--- src/hdl/wraqs_pkg.sv ---
package wraqs_pkg;

	localparam int WINDOW_DEF = 128;
	localparam int GAS_W      = 20;
	localparam int HUM_W      = 14;
	localparam int REG_W      = 14;
	localparam int DW         = 64;
	localparam int MUL_STEPS  = 20;
	localparam int DIV_STEPS  = 64;
	localparam int STEP_W     = 7;
	localparam int ADDR_W     = 4;

	localparam logic [REG_W-1:0] FULL_SCALE   = REG_W'(10000);
	localparam logic [REG_W-1:0] HUM_OPT_RST  = REG_W'(4000);
	localparam logic [REG_W-1:0] HUM_MAX_RST  = REG_W'(2500);
	localparam logic [REG_W-1:0] GAS_MAX_RST  = REG_W'(7500);
	localparam logic [DW-1:0]    OHM_SCALE    = DW'(1000000);
	localparam logic [DW-1:0]    PCT_SCALE    = DW'(100);

	// register indexes (byte address / 4)
	localparam logic [1:0] REG_HUM_OPT = 2'd0;
	localparam logic [1:0] REG_HUM_MAX = 2'd1;
	localparam logic [1:0] REG_GAS_MAX = 2'd2;

	typedef enum logic {
		MDU_MUL,
		MDU_DIV
	} mdu_op_t;

	typedef struct packed {
		logic    start;
		mdu_op_t op;
	} mdu_req_t;

	typedef struct packed {
		logic done;
		logic busy;
	} mdu_rsp_t;

endpackage

--- src/hdl/wraqs_mdu.sv ---
module wraqs_mdu
	import wraqs_pkg::*;
(
	input  logic          clk,
	input  logic          arst_n,
	input  mdu_req_t      req,
	input  logic [DW-1:0] opa,
	input  logic [DW-1:0] opb,
	output mdu_rsp_t      rsp,
	output logic [DW-1:0] result
);

	logic              busy_q;
	logic              done_q;
	mdu_op_t           op_q;
	logic [STEP_W-1:0] step_q;
	logic [DW-1:0]     acc_q;
	logic [DW-1:0]     x_q;
	logic [DW-1:0]     y_q;
	logic [DW-1:0]     rem_q;

	logic [DW:0]       add_x;
	logic [DW:0]       add_y;
	logic              sub;
	logic [DW+1:0]     sum;
	logic              ge;
	logic [STEP_W-1:0] last_step;

	// one shared adder: shift-add for multiply, shift-subtract for divide
	always_comb begin
		if (op_q == MDU_MUL) begin
			add_x = {1'b0, acc_q};
			add_y = y_q[0] ? {1'b0, x_q} : '0;
			sub   = 1'b0;
		end else begin
			add_x = {rem_q, x_q[DW-1]};
			add_y = {1'b0, y_q};
			sub   = 1'b1;
		end
		sum       = {1'b0, add_x} + ({1'b0, add_y} ^ {(DW+2){sub}}) + (DW+2)'(sub);
		ge        = ~sum[DW+1];
		last_step = (op_q == MDU_MUL) ? STEP_W'(MUL_STEPS - 1) : STEP_W'(DIV_STEPS - 1);
	end

	always_ff @(posedge clk or negedge arst_n) begin
		if (!arst_n) begin
			busy_q <= 1'b0;
			done_q <= 1'b0;
			op_q   <= MDU_MUL;
			step_q <= '0;
		end else begin
			done_q <= 1'b0;
			if (req.start && !busy_q) begin
				busy_q <= 1'b1;
				op_q   <= req.op;
				step_q <= '0;
			end else if (busy_q) begin
				step_q <= step_q + 1'b1;
				if (step_q == last_step) begin
					busy_q <= 1'b0;
					done_q <= 1'b1;
				end
			end
		end
	end

	always_ff @(posedge clk) begin
		if (req.start && !busy_q) begin
			acc_q <= '0;
			rem_q <= '0;
			x_q   <= opa;
			y_q   <= opb;
		end else if (busy_q) begin
			if (op_q == MDU_MUL) begin
				acc_q <= sum[DW-1:0];
				x_q   <= {x_q[DW-2:0], 1'b0};
				y_q   <= {1'b0, y_q[DW-1:1]};
			end else begin
				rem_q <= ge ? sum[DW-1:0] : add_x[DW-1:0];
				x_q   <= {x_q[DW-2:0], ge};
			end
		end
	end

	assign rsp.done = done_q;
	assign rsp.busy = busy_q;
	assign result   = (op_q == MDU_MUL) ? acc_q : x_q;

endmodule

--- config.mk ---
export PLATFORM = sky130hd
export DESIGN_NAME = wraqs_mdu
export DESIGN_NICKNAME = d
export VERILOG_FILES = /design/src/hdl/wraqs_pkg.sv /design/src/hdl/wraqs_mdu.sv
export SDC_FILE = /design/constraint.sdc
export NUM_CORES = 1
export LEC_CHECK = 0
export BUFFER_PORTS_ARGS = -buffer_cell sky130_fd_sc_hd__buf_2
export CELL_PAD_IN_SITES_DETAIL_PLACEMENT = 1
export CELL_PAD_IN_SITES_GLOBAL_PLACEMENT = 2
export CORE_UTILIZATION = 34
export DETAILED_ROUTE_END_ITERATION = 10
export HOLD_SLACK_MARGIN = 0.12
export PLACE_DENSITY = 0.77
export SKIP_LAST_GASP = 1
export SLEW_MARGIN = 30
export SYNTH_ARGS = -nofsm -noshare
export SYNTH_HDL_FRONTEND = slang
export SYNTH_SLANG_ARGS = --single-unit
--- constraint.sdc ---
create_clock -name clk -period 7.4 [get_ports clk]
set_clock_uncertainty 0.15 [all_clocks]
set_input_delay 1.11 -clock clk [delete_from_list [all_inputs] [get_ports clk]]
set_output_delay 1.11 -clock clk [all_outputs]
set_load 0.05 [all_outputs]
==> run summary, run 1 <==
The clock transition at the register clock pins on the worst setup and hold paths after CTS came out at 0.06 ns. For the final routed database, the setup TNS stands at 0 ns. The number of cells produced by synthesis is 2132. Of all nets on the critical path, the largest fanout is 31. At the pin with the least slew margin, the transition time is 0.939 ns. The clock net in this run drives a total of 266 sinks. For this block, the initial DRC count from the detailed router was 883.

The total stage count of the critical path is 20. The area of the mapped netlist is 0.0163 mm^2. In this run the worst hold path is classified as input port to async pin. Buffers inserted during clock tree synthesis total 35. The final estimated routing congestion in global placement is 0.878. The clock tree from TritonCTS is yes.

The worst reg-to-reg path cell count is 20. Hold repair after CTS inserted 0 buffers. The type of origin of the critical path is a register.

The routed design has 57200 um of wire. The critical path contains buffers and inverters numbering 2 combined. The time the final worst path needs with I/O delays and setup came out at 6.26 ns. The post-detailed-placement half-perimeter wirelength came out at 40300 um. The final-stage net count came out at 2450.

The overall fraction of global-route tracks in use is 0.233. The number of levels the H-tree was split into came out at 2. The die span in x came out at 221 um.

The number of max-slew violations in the final report came out at 0. The worst setup path is captured at a register. The height of the chip is 221 um.

The slowest stage of the critical path belongs to the cell sky130_fd_sc_hd__nor2b_4. The number of synthesized flops with an enable pin is 128. The repair_antennas step left the layout with diodes totalling 0. The endpoint arrival time on the critical path is 6.53 ns. Averaged over all synthesized cells, the footprint is 7.65 um^2. In the finished design, the share of the clock period the worst path needs comes to 0.846. For this run, the leading register cell type out of synthesis is sky130_fd_sc_hd__edfxtp_1.

The residual antenna-violating net count after detailed routing came out at 0. The share of flip-flops with an asynchronous set or reset after synthesis is 0.0376. During synthesis, Yosys emitted a total of 0 warnings. In the final routed layout, each cell accounts on average for 19.8 um. The via density per instance came out at 5.40. The total via count in the routed design is 15600.

The final-report hold violation count is 0. For this run, design rule violations remaining after detail routing come to 0. Setup repair after global routing left no endpoint under its margin.

The first global-routing pass estimated 91100 um of wire. The flip-flop and latch count after synthesis is 266. Entering global routing, the biggest net connects 84 pins. The worst-skew pair later-pin latency came out at 0.56 ns. The run finished with clean final reports. The maximum cell stage delay along the critical path is 0.80 ns. The maximum clock insertion buffer count came out at 3. The fraction of layout cells with a size suffix above 1 is 0.137. Traced cell by cell, the critical path runs through nor2b_4 > buf_4 > nand2_1 > o21ai_0 > ha_1 > a21oi_1 > o21ai_0 > a21oi_1 > o31ai_1 > nand2_1 > nand3_2 > a311oi_2 > nor2_1 > a2111oi_0 > nor2_1 > ha_4 > buf_4 > nor2_1 > a2111oi_0 > a21oi_1.

The area growth from synthesis to final layout came out at 16.0%. The number of endpoints failing setup at the final stage is 0. In this run the count of I/O pins placed on the die edge is 198. The cell at the root of the clock tree is sky130_fd_sc_hd__clkbuf_16. Gates resized during post-CTS repair numbered 0.

Input and output buffers added on the ports amount to 197. The total die area is 0.0488 mm^2. The initial antenna violation count is 0. The effective utilization at floorplan is 0.347. The first detailed-routing pass ran for 5 iterations. The data required time at the worst endpoint came out at 7.67 ns.

The sum of overflow across all layers after global routing came out at 0. The max-cap check violation count came out at 0. The row count came out at 79. Headroom to the max-slew limit came out at 0.373.

The timing-limited maximum frequency is 160 MHz. The number of setup buffers added after CTS is 0. The net count after synthesis came out at 2330. The floorplan step defined a core boundary enclosing 0.0470 mm^2. The distinct cell type count after synthesis is 76.

In this design, the largest share of critical-path delay is due to compound AO/OA/AOI/OAI gates. The part of the Yosys area used for sequential elements came out at 0.408. The worst setup path is of the register to register kind.

The number of global-route vias before repair came out at 16200.
[worst reg2reg max path, cell delays in order (launching register included)]
cell and delay (ns):
sky130_fd_sc_hd__dfrtp_4 0.65, sky130_fd_sc_hd__nor2b_4 0.82, sky130_fd_sc_hd__buf_4 0.48, sky130_fd_sc_hd__nand2_1 0.10, sky130_fd_sc_hd__o21ai_0 0.09, sky130_fd_sc_hd__ha_1 0.36
sky130_fd_sc_hd__a21oi_1 0.34, sky130_fd_sc_hd__o21ai_0 0.17, sky130_fd_sc_hd__a21oi_1 0.18, sky130_fd_sc_hd__o31ai_1 0.09, sky130_fd_sc_hd__nand2_1 0.10, sky130_fd_sc_hd__nand3_2 0.13
sky130_fd_sc_hd__a311oi_2 0.37, sky130_fd_sc_hd__nor2_1 0.09, sky130_fd_sc_hd__a2111oi_0 0.39, sky130_fd_sc_hd__nor2_1 0.13, sky130_fd_sc_hd__ha_4 0.49, sky130_fd_sc_hd__buf_4 0.43
sky130_fd_sc_hd__nor2_1 0.11, sky130_fd_sc_hd__a2111oi_0 0.37, sky130_fd_sc_hd__a21oi_1 0.12
[cells in the mapped netlist (5+ instances only)]
library cell,instances,area (um^2)
sky130_fd_sc_hd__nand2_1,865,3250
sky130_fd_sc_hd__o21ai_0,169,846
sky130_fd_sc_hd__dfxtp_1,128,2560
sky130_fd_sc_hd__edfxtp_1,128,3840
sky130_fd_sc_hd__clkbuf_1,125,469
sky130_fd_sc_hd__a21oi_1,117,586
sky130_fd_sc_hd__nor2_1,70,263
sky130_fd_sc_hd__ha_1,65,813
sky130_fd_sc_hd__a22o_1,40,350
sky130_fd_sc_hd__xnor2_1,33,289
sky130_fd_sc_hd__xor2_1,31,272
sky130_fd_sc_hd__mux2i_1,28,280
sky130_fd_sc_hd__nand4_1,25,156
sky130_fd_sc_hd__a21o_1,24,180
sky130_fd_sc_hd__inv_1,22,82.6
sky130_fd_sc_hd__o21ai_1,22,110
sky130_fd_sc_hd__o21bai_1,18,135
sky130_fd_sc_hd__nor3_1,17,85.1
sky130_fd_sc_hd__a211oi_1,16,120
sky130_fd_sc_hd__a31oi_1,16,100
sky130_fd_sc_hd__nand3_1,15,75.1
sky130_fd_sc_hd__o211ai_1,14,105
sky130_fd_sc_hd__o221ai_1,11,96.3
sky130_fd_sc_hd__dfrtp_1,10,250
sky130_fd_sc_hd__nand2b_1,10,62.6
sky130_fd_sc_hd__buf_1,8,30.0
sky130_fd_sc_hd__nor2b_1,7,43.8
sky130_fd_sc_hd__o21a_1,7,52.6
sky130_fd_sc_hd__and3_1,6,37.5
sky130_fd_sc_hd__o22ai_1,5,31.3
sky130_fd_sc_hd__o31ai_1,5,37.5
[flip-flops by register name, summed over array words and instances (netlist names)]
register / count
acc_q: 64
busy_q: 1
done_q: 1
op_q: 1
rem_q: 64
step_q: 7
x_q: 64
y_q: 64
[layout make-up]
cell class              count  area (um^2)
inverters                  22         83.8
well taps                 607          759
fillers                  5749        28000
clock inverters            14          148
repair buffers            221         1170
clock buffers              49         1010
flip-flops and latches    266         6660
multi-input cells        1706         9080
[cells by family after synthesis]
group | count (synthesis) | synth area share
AO/OA/AOI/OAI | 500 | 0.190
XOR/XNOR | 64 | 0.0344
adder cells (fa/ha/maj) | 66 | 0.0511
buffers and inverters | 160 | 0.0379
flip-flops | 266 | 0.408
multiplexers | 30 | 0.0186
AND/OR/NAND/NOR | 1046 | 0.259
[metal layers]
layer,wire length (um),vias up,share of wire,global-route usage
met5,0,-,0,0
met4,1240,0,0.022,0.0652
met3,2110,77,0.037,0.0268
met2,26300,299,0.46,0.381
met1,27600,7634,0.48,0.322
li1,-,7568,-,-
[final timing paths]
kind	start	end	slack [ns]
setup reg to reg	op_q$_DFFE_PN0P_	rem_q[34]$_SDFFE_PP0P_	1.14
hold / removal	arst_n	step_q[4]$_DFFE_PN0P_	0.27
hold reg to reg	acc_q[18]$_SDFFE_PP0P_	acc_q[18]$_SDFFE_PP0P_	0.30
max in group asynchronous	arst_n	op_q$_DFFE_PN0P_	6.61
setup / recovery	op_q$_DFFE_PN0P_	rem_q[34]$_SDFFE_PP0P_	1.14
min in group clk	acc_q[18]$_SDFFE_PP0P_	acc_q[18]$_SDFFE_PP0P_	0.30
[placed cells by master, fill, tap and decap left out, types with 5 or more instances in the layout]
cell type,synthesis,layout
sky130_fd_sc_hd__a22o_1,40,40
sky130_fd_sc_hd__o21ai_1,22,22
sky130_fd_sc_hd__o21ai_0,169,169
sky130_fd_sc_hd__clkbuf_16,0,37
sky130_fd_sc_hd__nand2_1,865,864
sky130_fd_sc_hd__dfxtp_1,128,128
sky130_fd_sc_hd__o21a_1,7,7
sky130_fd_sc_hd__a211oi_1,16,16
sky130_fd_sc_hd__o31ai_1,5,5
sky130_fd_sc_hd__nand2b_1,10,9
sky130_fd_sc_hd__o221ai_1,11,11
sky130_fd_sc_hd__ha_1,65,64
sky130_fd_sc_hd__mux2i_1,28,28
sky130_fd_sc_hd__a31oi_1,16,16
sky130_fd_sc_hd__nor2_1,70,70
sky130_fd_sc_hd__a21o_1,24,24
sky130_fd_sc_hd__o211ai_1,14,14
sky130_fd_sc_hd__nand3_1,15,15
sky130_fd_sc_hd__inv_1,22,19
sky130_fd_sc_hd__and3_1,6,6
sky130_fd_sc_hd__buf_2,2,197
sky130_fd_sc_hd__xor2_1,31,31
sky130_fd_sc_hd__buf_4,2,23
sky130_fd_sc_hd__clkbuf_1,125,8
sky130_fd_sc_hd__xnor2_1,33,33
sky130_fd_sc_hd__clkinv_2,0,7
sky130_fd_sc_hd__o21bai_1,18,18
sky130_fd_sc_hd__a21oi_1,117,117
sky130_fd_sc_hd__nand4_1,25,25
sky130_fd_sc_hd__o22ai_1,5,5
sky130_fd_sc_hd__dfrtp_1,10,9
sky130_fd_sc_hd__edfxtp_1,128,128
sky130_fd_sc_hd__nor3_1,17,17
[through the flow]
| step | cell area [um^2] | std cells | utilization | setup WS [ns] | hold slack [ns] |
|---|---|---|---|---|---|
| after floorplan | 16300 | 2132 | - | 1.93 | 0.275 |
| after global placement | 17800 | 2822 | 0.378 | 1.33 | 0.286 |
| after detailed placement | 17800 | 2822 | 0.378 | 1.15 | 0.292 |
| after CTS | 18900 | 2885 | 0.403 | 1.15 | 0.243 |
| after global routing | 18900 | 2885 | 0.403 | 0.775 | 0.268 |
| final | 18900 | 2885 | 0.403 | 1.14 | 0.265 |
Power of run 1 is left out: the tool's default activity adds up to more than one toggle a clock period on the data nets, which glitch-free logic cannot reach.
==> run 2, diff against run 1 <==
==> constraint.sdc (replaced) <==
create_clock -name clk -period 5.9 [get_ports clk]
set_clock_uncertainty 0.15 [all_clocks]
set_input_delay 0.885 -clock clk [delete_from_list [all_inputs] [get_ports clk]]
set_output_delay 0.885 -clock clk [all_outputs]
set_load 0.05 [all_outputs]
==> run 2 against run 1 <==
- global-route usage down 0.19 points
- routed wire length down 1.1%
- setup slack worse by 0.67 ns
- non-clock buffer count up 22
- cell count up 0.80%
- core utilization up 0.44 points
- clock-buffer cell count up 4
- sequential cell count unchanged
- design area up 1.1%
- critical path depth down 1
- via count about the same
- sequential share of layout area down 0.38 points
- critical path type unchanged
- critical endpoint unchanged
- largest cell class unchanged
==> run summary, run 2 (synthesized netlist as in run 1, its figures left out) <==
The routed design has 56600 um of wire. The number of global-route vias before repair is 16500. The total die area came out at 0.0488 mm^2.

The time the final worst path needs with I/O delays and setup came out at 5.43 ns. The area growth from synthesis to final layout is 17.2%. The first-pass detailed-route iteration total is 5. Along the worst path, the maximum fanout reaches 30.

The height of the chip is 221 um. The total I/O pin count is 198. The effective utilization at floorplan came out at 0.347. The final-stage net count is 2473. In this run the worst hold path is classified as register to register. The type of element capturing the critical path is a register. The final-report hold violation count is 0. The number of endpoints failing setup at the final stage came out at 0. The type of origin of the critical path is a register. In the layout the commonest cells are sky130_fd_sc_hd__nand2_1 (864), sky130_fd_sc_hd__buf_2 (197), sky130_fd_sc_hd__o21ai_0 (169), sky130_fd_sc_hd__dfxtp_1 (128), sky130_fd_sc_hd__edfxtp_1 (128). The first global-routing pass estimated 91000 um of wire. The reg-to-reg critical path startpoint is y_q[0]$_DFFE_PP_. The tool flagged a number of max-cap violations equal to 0. The data required time at the worst endpoint came out at 6.17 ns. The number of max-slew violations in the final report is 0. The post-detailed-placement half-perimeter wirelength is 40200 um. The maximum number of pins on one net before global-route repair came out at 153. STA puts the critical path data arrival time at 5.70 ns. The normalized max-slew margin is 0.379. TritonCTS built the clock tree. The via density per instance came out at 5.36.

Tracing the worst setup path back leads to its startpoint at y_q[0]$_DFFE_PP_. The sum of overflow across all layers after global routing came out at 0. The fraction of layout cells with a size suffix above 1 came out at 0.143. The number of port buffers came out at 197. Setup repair after global routing left no endpoint under its margin. Across all setup checks in the final design, the least slack found is 0.467 ns. The antenna diode count is 0. The clock passes through at most 3 buffers.

The sum of negative setup slack is 0 ns. The worst-skew pair later-pin latency is 0.55 ns. The total via count in the routed design came out at 15600.

Based on the critical path, the design can be clocked at up to 184 MHz. The placeable core area came out at 0.0470 mm^2. The H-tree was split into 2 levels. The die span in x came out at 221 um. The detailed-route DRC error count is 0. The most common cell after layout, fill and taps aside is sky130_fd_sc_hd__nand2_1.

The starting DRC count in detailed routing is 808. The initial antenna violation count is 0. The row count came out at 79. Clock tree synthesis inserted a total of 35 buffers. The per-cell routed wire length is 19.5 um. The startpoint identified for the worst hold timing path is acc_q[8]$_SDFFE_PP0P_.

The fraction of the cycle the final worst path needs came out at 0.921. The clock transition at the register clock pins on the worst setup and hold paths after CTS came out at 0.06 ns. Once detail routing completed, the nets flagged for antenna violations numbered 0. The flow ran to the end, and the final reports show no timing, DRC or antenna violations. In the global route stage, overall resource usage came out at 0.231. By startpoint and endpoint, the worst setup path is classified as register to register.

The pre-CTS setup slack came out at 0.163 ns. The congestion estimate from routability-driven global placement came to 0.859. The tree is rooted in a sky130_fd_sc_hd__clkbuf_16.

The slew of the pin with the lowest slew margin is 0.928 ns. The total number of clock tree sinks is 266.
==> run 2: changes by cell type in the layout (fill, tap and decap cells not counted), sizes merged <==
cell / previous run / this run
clkbuf: 49 / 53
dlygate4sd3: 0 / 1
nor2b: 7 / 8
buf: 221 / 242
clkinv: 10 / 8
bufinv: 3 / 1
==> run 2: routing by layer <==
metal / global-route usage / up-vias / wire, um
li1: - / 7623 / -
met1: 0.320 / 7552 / 27700
met2: 0.375 / 328 / 25500
met3: 0.0311 / 71 / 2190
met4: 0.0643 / 0 / 1200
met5: 0 / - / 0
==> run 2: path summary, 6_finish.rpt <==
path                                           to  slack, ns  cells past startpoint
setup / recovery           rem_q[34]$_SDFFE_PP0P_       0.47                     19
hold / removal              acc_q[8]$_SDFFE_PP0P_       0.30                      2
setup reg to reg           rem_q[34]$_SDFFE_PP0P_       0.47                     19
hold reg to reg             acc_q[8]$_SDFFE_PP0P_       0.30                      2
max in group asynchronous        op_q$_DFFE_PN0P_       4.73                      2
min in group asynchronous        busy_q$_DFF_PN0_       0.60                      2
==> run 2: layout make-up <==
class	instances	area [um^2]
fillers	5759	27800
flip-flops and latches	266	6660
clock buffers	53	1030
well taps	607	759
repair buffers	243	1420
inverters	22	83.8
clock inverters	10	87.6
multi-input cells	1707	9080
==> run 2: critical path, cell delays in order (launching register included) <==
cell,delay [ns]
sky130_fd_sc_hd__edfxtp_1,0.51
sky130_fd_sc_hd__nor2b_2,0.77
sky130_fd_sc_hd__nand2_1,0.10
sky130_fd_sc_hd__o21ai_0,0.17
sky130_fd_sc_hd__ha_1,0.38
sky130_fd_sc_hd__a21oi_1,0.15
sky130_fd_sc_hd__o21ai_0,0.12
sky130_fd_sc_hd__a32o_1,0.27
sky130_fd_sc_hd__o21ba_2,0.25
sky130_fd_sc_hd__o21ai_2,0.17
sky130_fd_sc_hd__nand3_2,0.13
sky130_fd_sc_hd__a311oi_2,0.35
sky130_fd_sc_hd__nor2_1,0.09
sky130_fd_sc_hd__a2111oi_0,0.46
sky130_fd_sc_hd__nor2_1,0.14
sky130_fd_sc_hd__ha_4,0.32
sky130_fd_sc_hd__buf_12,0.21
sky130_fd_sc_hd__nor2_1,0.07
sky130_fd_sc_hd__a2111oi_0,0.39
sky130_fd_sc_hd__a21oi_1,0.13
==> run 2: per-stage QoR <==
step | utilization | hold slack [ns] | instance area, um^2 | instances
floorplan | - | 0.275 | 16300 | 2132
global placement | 0.382 | 0.284 | 18000 | 2841
detailed placement | 0.382 | 0.294 | 18000 | 2841
CTS | 0.406 | 0.305 | 19100 | 2905
global route | 0.407 | 0.319 | 19100 | 2908
finish | 0.407 | 0.304 | 19100 | 2908
==> run 2: what timing repair did <==
| item | 4_1_cts | 5_1_grt |
|---|---|---|
| setup buffers | 0 | 2 |
| resized for setup | 0 | 1 |
| hold buffers | 1 | 0 |
| hold endpoints to repair | 10 | 0 |
| endpoints found under the setup margin | 0 | 47 |
Power of run 2 is left out for the same reason.
